File: src/rtl/lrupr_pkg.sv
`timescale 1ns / 1ps
// ----------------------------------------------------------------------------
// LRU page replacement package
// Sizes, field packing and the types shared by the cell row and the top level.
// ----------------------------------------------------------------------------
package lrupr_pkg;

  localparam int MAX_FRAMES  = 8;
  localparam int PAGE_BITS   = 16;
  localparam int CFG_W       = 4;
  localparam int COUNT_W     = 32;
  localparam int IDX_W       = (MAX_FRAMES > 1) ? $clog2(MAX_FRAMES) : 1;

  localparam int IN_TDATA_W  = ((PAGE_BITS + 7) / 8) * 8;
  localparam int OUT_W       = 2 + PAGE_BITS + COUNT_W;
  localparam int OUT_TDATA_W = ((OUT_W + 7) / 8) * 8;

  localparam logic [CFG_W-1:0]   FRAMES_RESET = CFG_W'(8);
  localparam logic [COUNT_W-1:0] COUNT_MAX    = '1;

  typedef logic [PAGE_BITS-1:0] page_t;

  // What one cell hands to the next one down the row.
  typedef struct packed {
    page_t page;
    logic  valid;
    logic  pass;
  } link_t;

  // Broadcast to every cell for the beat being taken.
  typedef struct packed {
    page_t page;
    logic  hit;
    logic  evict;
    logic  en;
  } cell_ctl_t;

endpackage

File: src/rtl/lru_page_replacement.sv
`timescale 1ns / 1ps
// ----------------------------------------------------------------------------
// LRU page replacement frame store
// Fully associative recency stack built as a row of cells; reports faults,
// evictions and a saturating fault total for every page reference.
// ----------------------------------------------------------------------------
//  Channel   Direction  Beat contents
//  s_axis    in         page reference
//  m_axis    out        fault, evicted_valid, evicted_page, fault_total
//  cfg       in         frames_in_use (write only)
//
//  One reference is taken per cycle unless the output stalls; the compare and
//  the shift through the cell row finish in the cycle the beat is accepted.
//  The result appears in the output register in the cycle after acceptance.
//  A stalled output holds s_axis_tready low until the result is taken; the
//  output register can be refilled in the cycle it is drained.
//  Reset empties the stack, clears the fault total and sets frames_in_use to 8.
// ----------------------------------------------------------------------------
module lru_page_replacement (
  input  logic                                 clk,
  input  logic                                 rst,
  input  logic                                 s_axis_tvalid,
  output logic                                 s_axis_tready,
  // [15:0] page
  input  logic [lrupr_pkg::IN_TDATA_W-1:0]     s_axis_tdata,
  output logic                                 m_axis_tvalid,
  input  logic                                 m_axis_tready,
  // [0] fault, [1] evicted_valid, [17:2] evicted_page, [49:18] fault_total
  output logic [lrupr_pkg::OUT_TDATA_W-1:0]    m_axis_tdata,
  input  logic                                 cfg_wr_en,
  input  logic [lrupr_pkg::CFG_W-1:0]          cfg_wr_data
);
  import lrupr_pkg::*;

  logic [CFG_W-1:0]      frames_in_use;
  logic [COUNT_W-1:0]    fault_count;
  logic [COUNT_W-1:0]    fault_count_next;
  logic [OUT_TDATA_W-1:0] out_data;
  logic                  out_valid;

  logic                  accept;
  page_t                 in_page;
  logic                  hit;
  logic                  evict;
  logic [IDX_W-1:0]      lim_idx;
  page_t                 ev_page;
  cell_ctl_t             ctl;

  link_t                 links [0:MAX_FRAMES];
  logic [MAX_FRAMES-1:0] match_vec;
  logic [MAX_FRAMES-1:0] valid_vec;
  page_t                 ev_pages [0:MAX_FRAMES-1];
  logic [OUT_W-1:0]      out_word;

  assign in_page       = s_axis_tdata[PAGE_BITS-1:0];
  assign s_axis_tready = !out_valid || m_axis_tready;
  assign accept        = s_axis_tvalid && s_axis_tready;

  assign links[0].page  = in_page;
  assign links[0].valid = 1'b1;
  assign links[0].pass  = 1'b1;

  assign ctl.page  = in_page;
  assign ctl.hit   = hit;
  assign ctl.evict = evict;
  assign ctl.en    = accept;

  for (genvar i = 0; i < MAX_FRAMES; i++) begin : g_cell
    logic down_valid;
    if (i == MAX_FRAMES - 1) begin : g_tail
      assign down_valid = 1'b0;
    end else begin : g_body
      assign down_valid = valid_vec[i+1];
    end

    lrupr_cell u_cell (
      .clk        (clk),
      .rst        (rst),
      .ctl        (ctl),
      .up         (links[i]),
      .down_valid (down_valid),
      .dn         (links[i+1]),
      .match      (match_vec[i]),
      .valid_q    (valid_vec[i]),
      .evict_page (ev_pages[i])
    );
  end

  // Zero frames act as one; anything past the stack depth acts as the full depth.
  always_comb begin
    if (frames_in_use == '0) begin
      lim_idx = '0;
    end else if (int'(frames_in_use) > MAX_FRAMES) begin
      lim_idx = IDX_W'(MAX_FRAMES - 1);
    end else begin
      lim_idx = IDX_W'(frames_in_use - CFG_W'(1));
    end
  end

  // Valid slots always form a run from the top, so the slot at the limit
  // tells whether the store is full.
  assign hit   = |match_vec;
  assign evict = !hit && valid_vec[lim_idx];

  always_comb begin
    ev_page = '0;
    for (int i = 0; i < MAX_FRAMES; i++) begin
      ev_page = ev_page | ev_pages[i];
    end
  end

  always_comb begin
    fault_count_next = fault_count;
    if (!hit && (fault_count != COUNT_MAX)) begin
      fault_count_next = fault_count + COUNT_W'(1);
    end
  end

  assign out_word = {fault_count_next, ev_page, evict, !hit};

  always_ff @(posedge clk) begin
    if (rst) begin
      frames_in_use <= FRAMES_RESET;
    end else if (cfg_wr_en) begin
      frames_in_use <= cfg_wr_data;
    end
  end

  always_ff @(posedge clk) begin
    if (rst) begin
      fault_count <= '0;
    end else if (accept) begin
      fault_count <= fault_count_next;
    end
  end

  always_ff @(posedge clk) begin
    if (rst) begin
      out_valid <= 1'b0;
    end else if (accept) begin
      out_valid <= 1'b1;
    end else if (m_axis_tready) begin
      out_valid <= 1'b0;
    end
  end

  always_ff @(posedge clk) begin
    if (accept) begin
      out_data <= OUT_TDATA_W'(out_word);
    end
  end

  assign m_axis_tvalid = out_valid;
  assign m_axis_tdata  = out_data;

  // The resident pages always occupy a run of slots starting at the top.
  a_valid_run: assert property (@(posedge clk) disable iff (rst)
    (valid_vec & (valid_vec + MAX_FRAMES'(1))) == '0)
    else $error("resident slots are not contiguous from the top");

  // After any accepted reference the top slot holds a resident page.
  a_top_filled: assert property (@(posedge clk) disable iff (rst)
    accept |=> valid_vec[0])
    else $error("top slot empty after a reference");

  // A hit leaves the fault total unchanged.
  a_hit_count: assert property (@(posedge clk) disable iff (rst)
    (accept && hit) |=> (fault_count == $past(fault_count)))
    else $error("fault total moved on a hit");

  // An eviction is only ever reported together with a fault.
  a_evict_fault: assert property (@(posedge clk) disable iff (rst)
    (out_valid && out_data[1]) |-> out_data[0])
    else $error("eviction reported without a fault");

endmodule

File: src/rtl/lrupr_cell.sv
`timescale 1ns / 1ps
// ----------------------------------------------------------------------------
// LRU stack cell
// Holds one slot of the recency stack, compares it against the reference and
// takes its upper neighbor's slot when the shift wave reaches it.
// ----------------------------------------------------------------------------
module lrupr_cell (
  input  logic                 clk,
  input  logic                 rst,
  input  lrupr_pkg::cell_ctl_t ctl,
  input  lrupr_pkg::link_t     up,
  input  logic                 down_valid,
  output lrupr_pkg::link_t     dn,
  output logic                 match,
  output logic                 valid_q,
  output lrupr_pkg::page_t     evict_page
);
  import lrupr_pkg::*;

  page_t page_q;
  logic  last;
  logic  stop;

  assign match = valid_q && (page_q == ctl.page);
  assign last  = valid_q && !down_valid;

  // The shift wave ends at the hit slot, at the slot being evicted, or at the
  // first free slot on a miss that leaves room.
  assign stop = (ctl.hit && match) ||
                (!ctl.hit && ctl.evict && last) ||
                (!ctl.hit && !valid_q);

  assign dn.page  = page_q;
  assign dn.valid = valid_q;
  assign dn.pass  = up.pass && !stop;

  assign evict_page = (ctl.evict && last) ? page_q : '0;

  always_ff @(posedge clk) begin
    if (rst) begin
      valid_q <= 1'b0;
    end else if (ctl.en && up.pass) begin
      valid_q <= up.valid;
    end
  end

  always_ff @(posedge clk) begin
    if (ctl.en && up.pass) begin
      page_q <= up.page;
    end
  end

endmodule

File: config.mk
export PLATFORM = sky130hd
export DESIGN_NAME = lru_page_replacement
export DESIGN_NICKNAME = d
export VERILOG_FILES = /design/src/rtl/lrupr_pkg.sv /design/src/rtl/lru_page_replacement.sv /design/src/rtl/lrupr_cell.sv
export SDC_FILE = /design/constraint.sdc
export NUM_CORES = 1
export LEC_CHECK = 0
export BUFFER_PORTS_ARGS = -buffer_cell sky130_fd_sc_hd__buf_4
export CORE_MARGIN = 4
export CORE_UTILIZATION = 65
export CTS_CLUSTER_DIAMETER = 150
export DETAILED_ROUTE_END_ITERATION = 6
export PLACE_DENSITY = 0.85
export SETUP_SLACK_MARGIN = 0.5
export SLEW_MARGIN = 5
export SYNTH_ARGS = -nofsm -noshare
export SYNTH_HDL_FRONTEND = slang
export SYNTH_SLANG_ARGS = --single-unit
export TNS_END_PERCENT = 5
File: constraint.sdc
create_clock -name clk -period 8.3 [get_ports clk]
set_clock_uncertainty 0.2 [all_clocks]
set_input_delay 1.245 -clock clk [delete_from_list [all_inputs] [get_ports clk]]
set_output_delay 1.245 -clock clk [all_outputs]
set_load 0.01 [all_outputs]
==> results of run 1 <==
layout make-up:
cell class	instances	area, µm²
flip-flops and latches	223	6250
multi-input cells	622	4360
fillers	1080	4140
repair buffers	84	631
clock buffers	27	591
well taps	220	275
clock inverters	15	200
inverters	20	75.1
layer usage:
metal | vias up | wire [µm]
met5 | - | 0
met4 | 0 | 947
met3 | 72 | 4270
met2 | 586 | 14500
met1 | 3927 | 12500
li1 | 3526 | -
power by group through the flow:
stage | registers (µW) | clock network, µW | logic, µW
2_1_floorplan | 1270 | 0 | 94.8
3_3_place_gp | 1260 | 0 | 166
3_5_place_dp | 1260 | 0 | 167
4_1_cts | 1240 | 1090 | 168
5_1_grt | 1240 | 1140 | 182
6_report | 1240 | 1080 | 172
sequential cells by signal (all words and copies together) (netlist names):
register	cells
fault_count	32
m_axis_tvalid	1
g_cell.u_cell.valid_q	8
frames_in_use	4
m_axis_tdata	50
g_cell.u_cell.page_q	128
cell usage in the layout, fill, tap and decap left out, drive strengths merged, types with 12 or more instances in the layout:
master / n
a21oi: 13
a222oi: 32
a22oi: 16
buf: 84
clkbuf: 27
dfxtp: 45
edfxtp: 178
inv: 21
nand2: 49
nand2b: 12
nand3: 41
nand4: 22
nor2: 69
nor3: 32
nor4: 48
nor4b: 14
xnor2: 77
xor2: 111
worst paths after layout:
check                                   start                     endpoint  slack, ps  cells past startpoint
hold / removal    g_cell[5].u_cell.page_q[13]  g_cell[6].u_cell.page_q[13]        300                      0
hold reg to reg   g_cell[5].u_cell.page_q[13]  g_cell[6].u_cell.page_q[13]        300                      0
setup / recovery              s_axis_tdata[1]   g_cell[6].u_cell.page_q[3]       3190                     10
setup reg to reg             frames_in_use[0]   g_cell[6].u_cell.page_q[3]       3250                     11
stage by stage:
stage | hold slack, ps | cell area [µm²] | util (%) | setup slack, ps | instances
6_report | 303 | 12400 | 74.9 | 3190 | 1211
4_1_cts | 302 | 12400 | 74.9 | 3330 | 1211
2_1_floorplan | 260 | 11000 | - | 2810 | 918
5_1_grt | 316 | 12400 | 74.9 | 2920 | 1211
3_5_place_dp | 289 | 11600 | 70.1 | 2810 | 1169
3_3_place_gp | 275 | 11600 | 70.1 | 2770 | 1169
Yosys cell counts (all sizes together), types with 12 or more instances:
cell type / instances / area (µm²)
nor4b: 14 / 150
nor4: 48 / 313
a22oi: 16 / 120
clkbuf: 20 / 77.6
inv: 20 / 75.1
a21oi: 13 / 65.1
dfxtp: 45 / 901
xnor2: 77 / 674
nand2: 49 / 184
nor2: 69 / 259
nand2b: 12 / 75.1
nand4: 22 / 138
nand3: 41 / 210
a222oi: 32 / 320
nor3: 32 / 170
buf: 33 / 221
xor2: 111 / 972
edfxtp: 178 / 5350
kinds of logic after synthesis:
family,count (synthesis),share of synthesized area [%]
flip-flops,223,57.1
AO/OA/AOI/OAI,84,6.19
XOR/XNOR,188,15.1
adder cells (fa/ha/maj),3,0.320
multiplexers,11,1.03
AND/OR/NAND/NOR,330,16.8
buffers and inverters,73,3.42
other,1,0.0343
==> results.yml, run 1 <==
grt:
  grt_first_pass_wirelength_um: 47500
  grt_use_met3_pct: 11.3
  overflow: 0
  top_usage_layer: "met2"
  gr-usage-met1_pct: 47.9
  antenna_found_initial: 0
  grt_max_degree: 70
  grtUsageTotal_pct: 34.1
  grt_pass1_vias: 7781
  grtUsageMet2_pct: 50.5
clock_tree:
  cts_tree: "built"
  post_cts_buffers: 0
  insertion_delay_ps: 520
  clk_pin_slew_ps: 60
  clock-root-buffer: "clkbuf_16"
  numCtsBuffers: 23
  ctsHoldBuffers: 0
  htree_num_levels: 1
  cts.sinks: 223
  clockBufferDepth: 3
  cts_resized: 0
sta:
  grt_setup_unrepaired: "false"
  report.final.slew_viol_count: 0
  period_minus_slack_ps: 5110
  worst_pin_slew_ps: 1230
  hold_viol_final: 0
  setup_viol: 0
  slew_headroom_pct: 17.6
  fmax_ghz: 0.196
  finalCritPeriodShare_pct: 61.6
  tns_ps: 0
floorplan:
  start_util_pct: 66.2
  die_w_um: 138
  core-area_mm2: 0.0165
  ioPinCount: 83
  row_count: 47
  die_h_um: 138
  die_area_mm2: 0.0190
routing:
  drc_errors: 5
  drtPass1Iterations: 7
  drt_iter0_markers: 1121
  antenna_left: 0
  vias: 8111
  avgViaCountPerCell: 6.70
  routed_wl_um: 32200
  wl_per_cell_um: 26.6
setup_path:
  slowest_stage: "nor4_1"
  critPathBufInv: 2
  arrival_ps: 5120
  worstSetupPathType: "input port to flop"
  start_kind: "input port"
  cp_max_fo: 9
  cp_common_cell: "buf_4"
  slowest_delay_ps: 810
  crit_family: "simple AND/OR/NAND/NOR gates"
  path_cells: "buf_4, xnor2_1, nor4b_1, nand4_1, nor4_1, nor4_2, nand4b_1, or3b_4, nor2_1, buf_4"
  crit_path_end_kind: "flop"
  crit_required_ps: 8310
power_and_ir_drop:
  cellLeakagePower_uw: 0.00429
  sw_frac_of_total_pct: 22.0
  combinationalPowerShare_pct: 6.9
  peakVddDrop_mv: 0.254
  p_int_uw: 1950
  p_per_area_mw_per_mm2: 202
  clockPowerShare_pct: 43.4
  p_total_uw: 2500
  p_switching_uw: 549
  p_seq_share_pct: 49.7
synthesis:
  seq_area_frac_synth_pct: 57.1
  syn_inst: 913
  synth-edff-count: 178
  async_reset_ff_share_pct: 0
  ys.flop_type: "edfxtp_1"
  syn_area_per_cell_um2: 12.0
  synth_warnings: 0
  synthesis.area_mm2: 0.0109
  ys_seq_elements: 223
  ys_types: 63
layout:
  diodes: 0
  drive_above_1_share_pct: 14.4
  syn2layout_area_growth_pct: 13.3
  layout.nets: 1001
place:
  gp_congestion: 1.13
  hpwl_um: 22600
  numPortBuffers: 76
outcome:
  violations: "DRC"
  status: "finished with violations"
run:
  maxCapViolations: 0
min_path:
  min_path_type: "flop to flop"
(Power assumes the default switching activity.)
==> inputs of run 2 (changes only) <==
- CORE_UTILIZATION: 65 -> 55
- PLACE_DENSITY: 0.85 -> 0.77
- clock period: 8.3 -> 4.6 ns (I/O delays scaled with it)
==> results.yml, run 2 (synthesis gave the netlist of run 1 again) <==
outcome:
  status: "finished, final reports clean"
place:
  gp_congestion: 1.02
  numPortBuffers: 76
  hpwl_um: 23300
routing:
  wl_per_cell_um: 25.2
  routed_wl_um: 32300
  drt_iter0_markers: 1084
  antenna_left: 0
  avgViaCountPerCell: 6.30
  vias: 8064
  drc_errors: 0
  drtPass1Iterations: 6
clock_tree:
  cts.sinks: 223
  clockBufferDepth: 3
  ctsHoldBuffers: 0
  cts_tree: "built"
  numCtsBuffers: 24
  htree_num_levels: 1
  clk_pin_slew_ps: 60
  insertion_delay_ps: 540
  clock-root-buffer: "clkbuf_16"
grt:
  grt_pass1_vias: 7765
  top_usage_layer: "met1"
  grtUsageMet2_pct: 43.0
  grt_use_met3_pct: 4.59
  overflow: 0
  gr-usage-met1_pct: 45.6
  grt_first_pass_wirelength_um: 48600
  antenna_found_initial: 0
  grt_max_degree: 70
  grtUsageTotal_pct: 29.1
floorplan:
  die_w_um: 149
  die_area_mm2: 0.0222
  ioPinCount: 83
  core-area_mm2: 0.0195
  die_h_um: 149
  start_util_pct: 56.0
  row_count: 51
layout:
  layout.nets: 1025
  fillers: 1504
  multiInputGateArea_mm2: 0.00437
  regMostFlops: "g_cell.u_cell.page_q"
  syn2layout_area_growth_pct: 15.6
  regArea_mm2: 0.00625
  layout_commonest_cell: "edfxtp_1"
  largest_reg_flops: 128
  final_cell_mix: "edfxtp_1 (178), xor2_1 (111), buf_4 (107)"
  drive_above_1_share_pct: 16.9
  diodes: 0
sta:
  slew_headroom_pct: 32.8
  worst_pin_slew_ps: 1010
  fmax_ghz: 0.253
  setup_viol: 0
  report.final.slew_viol_count: 0
  grt_setup_unrepaired: "true"
  hold_viol_final: 0
  finalCritPeriodShare_pct: 85.9
  period_minus_slack_ps: 3950
  tns_ps: 0
setup_path:
  cp_max_fo: 8
  worstSetupPathType: "flop to flop"
  start_kind: "flop"
  crit_path_end_kind: "flop"
  crit_required_ps: 4630
  arrival_ps: 3980
min_path:
  min_path_type: "input port to flop"
power_and_ir_drop:
  cellLeakagePower_uw: 0.00441
  p_total_uw: 4520
  peakVddDrop_mv: 0.287
  p_per_area_mw_per_mm2: 358
run:
  maxCapViolations: 0
[run 2: layout make-up]
type	instances	area share, %
clock inverters	18	1.60
clock buffers	26	4.81
flip-flops and latches	223	49.4
multi-input cells	622	34.6
well taps	265	2.62
inverters	20	0.624
repair buffers	107	6.35
[run 2: what timing repair did]
action                                  4_1_cts  5_1_grt
gates resized for setup                       0        4
setup buffers                                 0        2
endpoints found under the setup margin        0       76
[run 2: routing by layer]
metal	up-vias	part of all wire [%]
met5	-	0
met4	0	2.1
met3	51	9.5
met2	446	44
met1	3988	44
li1	3579	-
[run 2: worst paths after layout]
| path | start | end | slack (ps) | cells past startpoint |
|---|---|---|---|---|
| worst max-delay path | frames_in_use[0] | g_cell[4].u_cell.page_q[15] | 650 | 11 |
| worst min-delay path | cfg_wr_data[3] | frames_in_use[3] | 190 | 3 |
| worst max register to register | frames_in_use[0] | g_cell[4].u_cell.page_q[15] | 650 | 11 |
| worst min register to register | g_cell[2].u_cell.page_q[9] | g_cell[3].u_cell.page_q[9] | 290 | 0 |
[run 2: critical path, cell delays in order (launching register included)]
cell and delay, ps:
dfxtp_1 470, inv_1 130, ha_1 420, nor4b_2 310
a211oi_1 100, a221oi_1 380, nand2b_1 230, a21oi_1 80
o211ai_1 350, nand4_1 310, nor4b_4 430, buf_4 250
[run 2: power breakdown]
| group | total, µW | leakage [µW] | internal (µW) | switching, µW |
|---|---|---|---|---|
| combinational | 313 | 0.00200 | 108 | 204 |
| sequential | 2240 | 0.00202 | 2210 | 32.0 |
| clock | 1970 | 0.000383 | 1140 | 825 |
| total | 4520 | 0.00441 | 3460 | 1060 |
[run 2: stage by stage]
step           util, %  cell area [µm²]  instances  setup WS, ps  hold slack, ps
4_1_cts           64.6            12600       1279           618             180
5_1_grt           64.7            12600       1281           395             210
2_1_floorplan        -            11000        918           415             260
3_5_place_dp      60.4            11800       1235           433             287
6_report          64.7            12600       1281           649             193
3_3_place_gp      60.4            11800       1235           501             280
==> inputs of run 3 (changes only) <==
- BUFFER_PORTS_ARGS: -buffer_cell sky130_fd_sc_hd__buf_4 -> unset
- CORE_UTILIZATION: 55 -> 58
- DONT_BUFFER_PORTS: unset -> 1
- PLACE_DENSITY: 0.77 -> 0.76
==> results.yml, run 3 (synthesis gave the netlist of run 1 again) <==
outcome:
  status: "finished, final reports clean"
clock_tree:
  clk_pin_slew_ps: 60
  htree_num_levels: 1
  clock-root-buffer: "clkbuf_16"
  insertion_delay_ps: 520
  clockBufferDepth: 3
  cts_tree: "built"
  cts.sinks: 223
  numCtsBuffers: 23
routing:
  avgViaCountPerCell: 6.68
  drc_errors: 0
  vias: 7766
  wl_per_cell_um: 25.8
  drt_iter0_markers: 1024
  drtPass1Iterations: 6
  routed_wl_um: 30000
  antenna_left: 0
min_path:
  min_path_cells: 1
  whs_endpoint: "m_axis_tvalid"
  min_path_type: "input port to flop"
  min_from: "rst"
grt:
  overflow: 0
  grt_max_degree: 70
  antenna_found_initial: 0
  grtUsageTotal_pct: 27.6
  grt_first_pass_wirelength_um: 45200
  grt_pass1_vias: 7305
power_and_ir_drop:
  peakVddDrop_mv: 0.397
  p_seq_share_pct: 51.1
  clockPowerShare_pct: 44.1
  combinationalPowerShare_pct: 4.8
  p_int_uw: 3430
  p_switching_uw: 984
  cellLeakagePower_uw: 0.00401
  sw_frac_of_total_pct: 22.3
  p_per_area_mw_per_mm2: 369
sta:
  worst_pin_slew_ps: 984
  finalCritPeriodShare_pct: 83.0
  report.final.slew_viol_count: 0
  tns_ps: 0
  hold_ws_ps: 34.6
  setup_viol: 0
  slew_headroom_pct: 34.4
  hold_viol_final: 0
  period_minus_slack_ps: 3820
  grt_setup_unrepaired: "false"
  fmax_ghz: 0.262
floorplan:
  core-area_mm2: 0.0183
  ioPinCount: 83
  die_w_um: 145
  start_util_pct: 59.8
  die_area_mm2: 0.0211
  row_count: 49
  die_h_um: 145
setup_path:
  worstSetupPathType: "flop to flop"
  critPathBufInv: 2
  r2r_setup_slack_ps: 780
  slowest_stage: "nor3_2"
  crit_family: "simple AND/OR/NAND/NOR gates"
  crit_required_ps: 4770
  start_kind: "flop"
  slowest_delay_ps: 760
  r2r_cells: 12
  crit_path_end_kind: "flop"
  arrival_ps: 3990
  timing.rr.end: "m_axis_tdata[16]"
  path_cells: "inv_1, ha_1, nor2b_1, maj3_1, o22ai_1, o21ai_0, nand2_1, nand3_2, nor3_2, buf_4, a22oi_1, nand3_1"
  cp_max_fo: 9
  r2r-start: "frames_in_use[0]"
run:
  maxCapViolations: 0
layout:
  syn2layout_area_growth_pct: 9.59
  drive_above_1_share_pct: 9.54
  fillers: 1358
  final_cell_mix: "edfxtp_1 (178), xor2_1 (111), xnor2_1 (77)"
  regMostFlops: "g_cell.u_cell.page_q"
  layout_commonest_cell: "edfxtp_1"
  largest_reg_flops: 128
  diodes: 0
  layout.nets: 943
place:
  numPortBuffers: 0
  gp_congestion: 1.13
  hpwl_um: 21300
==> run 3: changes by cell type in the layout (fill, tap and decap cells not counted), moves of 2 or more <==
cell / change
nand3_1: -2
nand3_2: +2
clkinv_1: +3
buf_4: -82
clkinvlp_4: -2
==> run 3: stage by stage <==
step	setup slack, ps	total power [µW]	cells	utilization (%)	area [µm²]
after floorplan	415	2460	918	-	11000
after global placement	646	2500	1118	61.1	11200
after detailed placement	646	2500	1118	61.1	11200
after CTS	656	4420	1160	65.4	11900
after global routing	532	4540	1162	65.6	12000
final	783	4420	1162	65.6	12000
==> run 3: area by class of cell <==
class	instances	area [µm²]	area share [%]
well taps	229	287	2.39
clock buffers	24	579	4.84
repair buffers	26	208	1.73
multi-input cells	622	4370	36.5
flip-flops and latches	223	6250	52.1
clock inverters	18	208	1.73
inverters	20	78.8	0.658
==> run 3: worst max path at each step <==
stage	start	end	slack, ps	cells past startpoint
6_report	frames_in_use[0]	m_axis_tdata[16]	780	12
5_1_grt	frames_in_use[0]	g_cell[7].u_cell.page_q[4]	530	11
4_1_cts	frames_in_use[0]	g_cell[7].u_cell.page_q[14]	660	11
3_5_place_dp	s_axis_tdata[6]	m_axis_tdata[5]	650	10
3_3_place_gp	s_axis_tdata[3]	m_axis_tdata[5]	650	10
2_1_floorplan	m_axis_tready	g_cell[7].u_cell.page_q[0]	420	7
==> run 3: worst reg2reg max path, delay by kind of cell, from the launching register on <==
family,cells,cell delay [ps]
compound gates,3,490
buf+inv,2,460
fa+ha+maj,2,610
simple gates,5,1460
flops,1,460
==> run 3: power groups by stage <==
stage                     clock [µW]  sequential, µW  combinational, µW
after floorplan                    0            2290                172
after global placement             0            2300                202
after detailed placement           0            2300                201
after CTS                       1960            2260                203
after global routing            2060            2260                226
final                           1950            2260                214
==> run 3: what timing repair did <==
item | CTS | global route
hold buffers | 0 | 0
gates resized for setup | 0 | 5
buffers inserted | 0 | 2
endpoints found under the setup margin | 0 | 61
==> run 3: layer usage <==
metal  share of wire (%)  up-vias  wire, µm  track usage [%]
met2                  43      487     12800             39.6
met3                  13       73      3770             6.92
met5                   0        -         0                0
met4                 3.1        0       933             8.02
li1                    -     3409         -                -
met1                  42     3797     12500             41.9
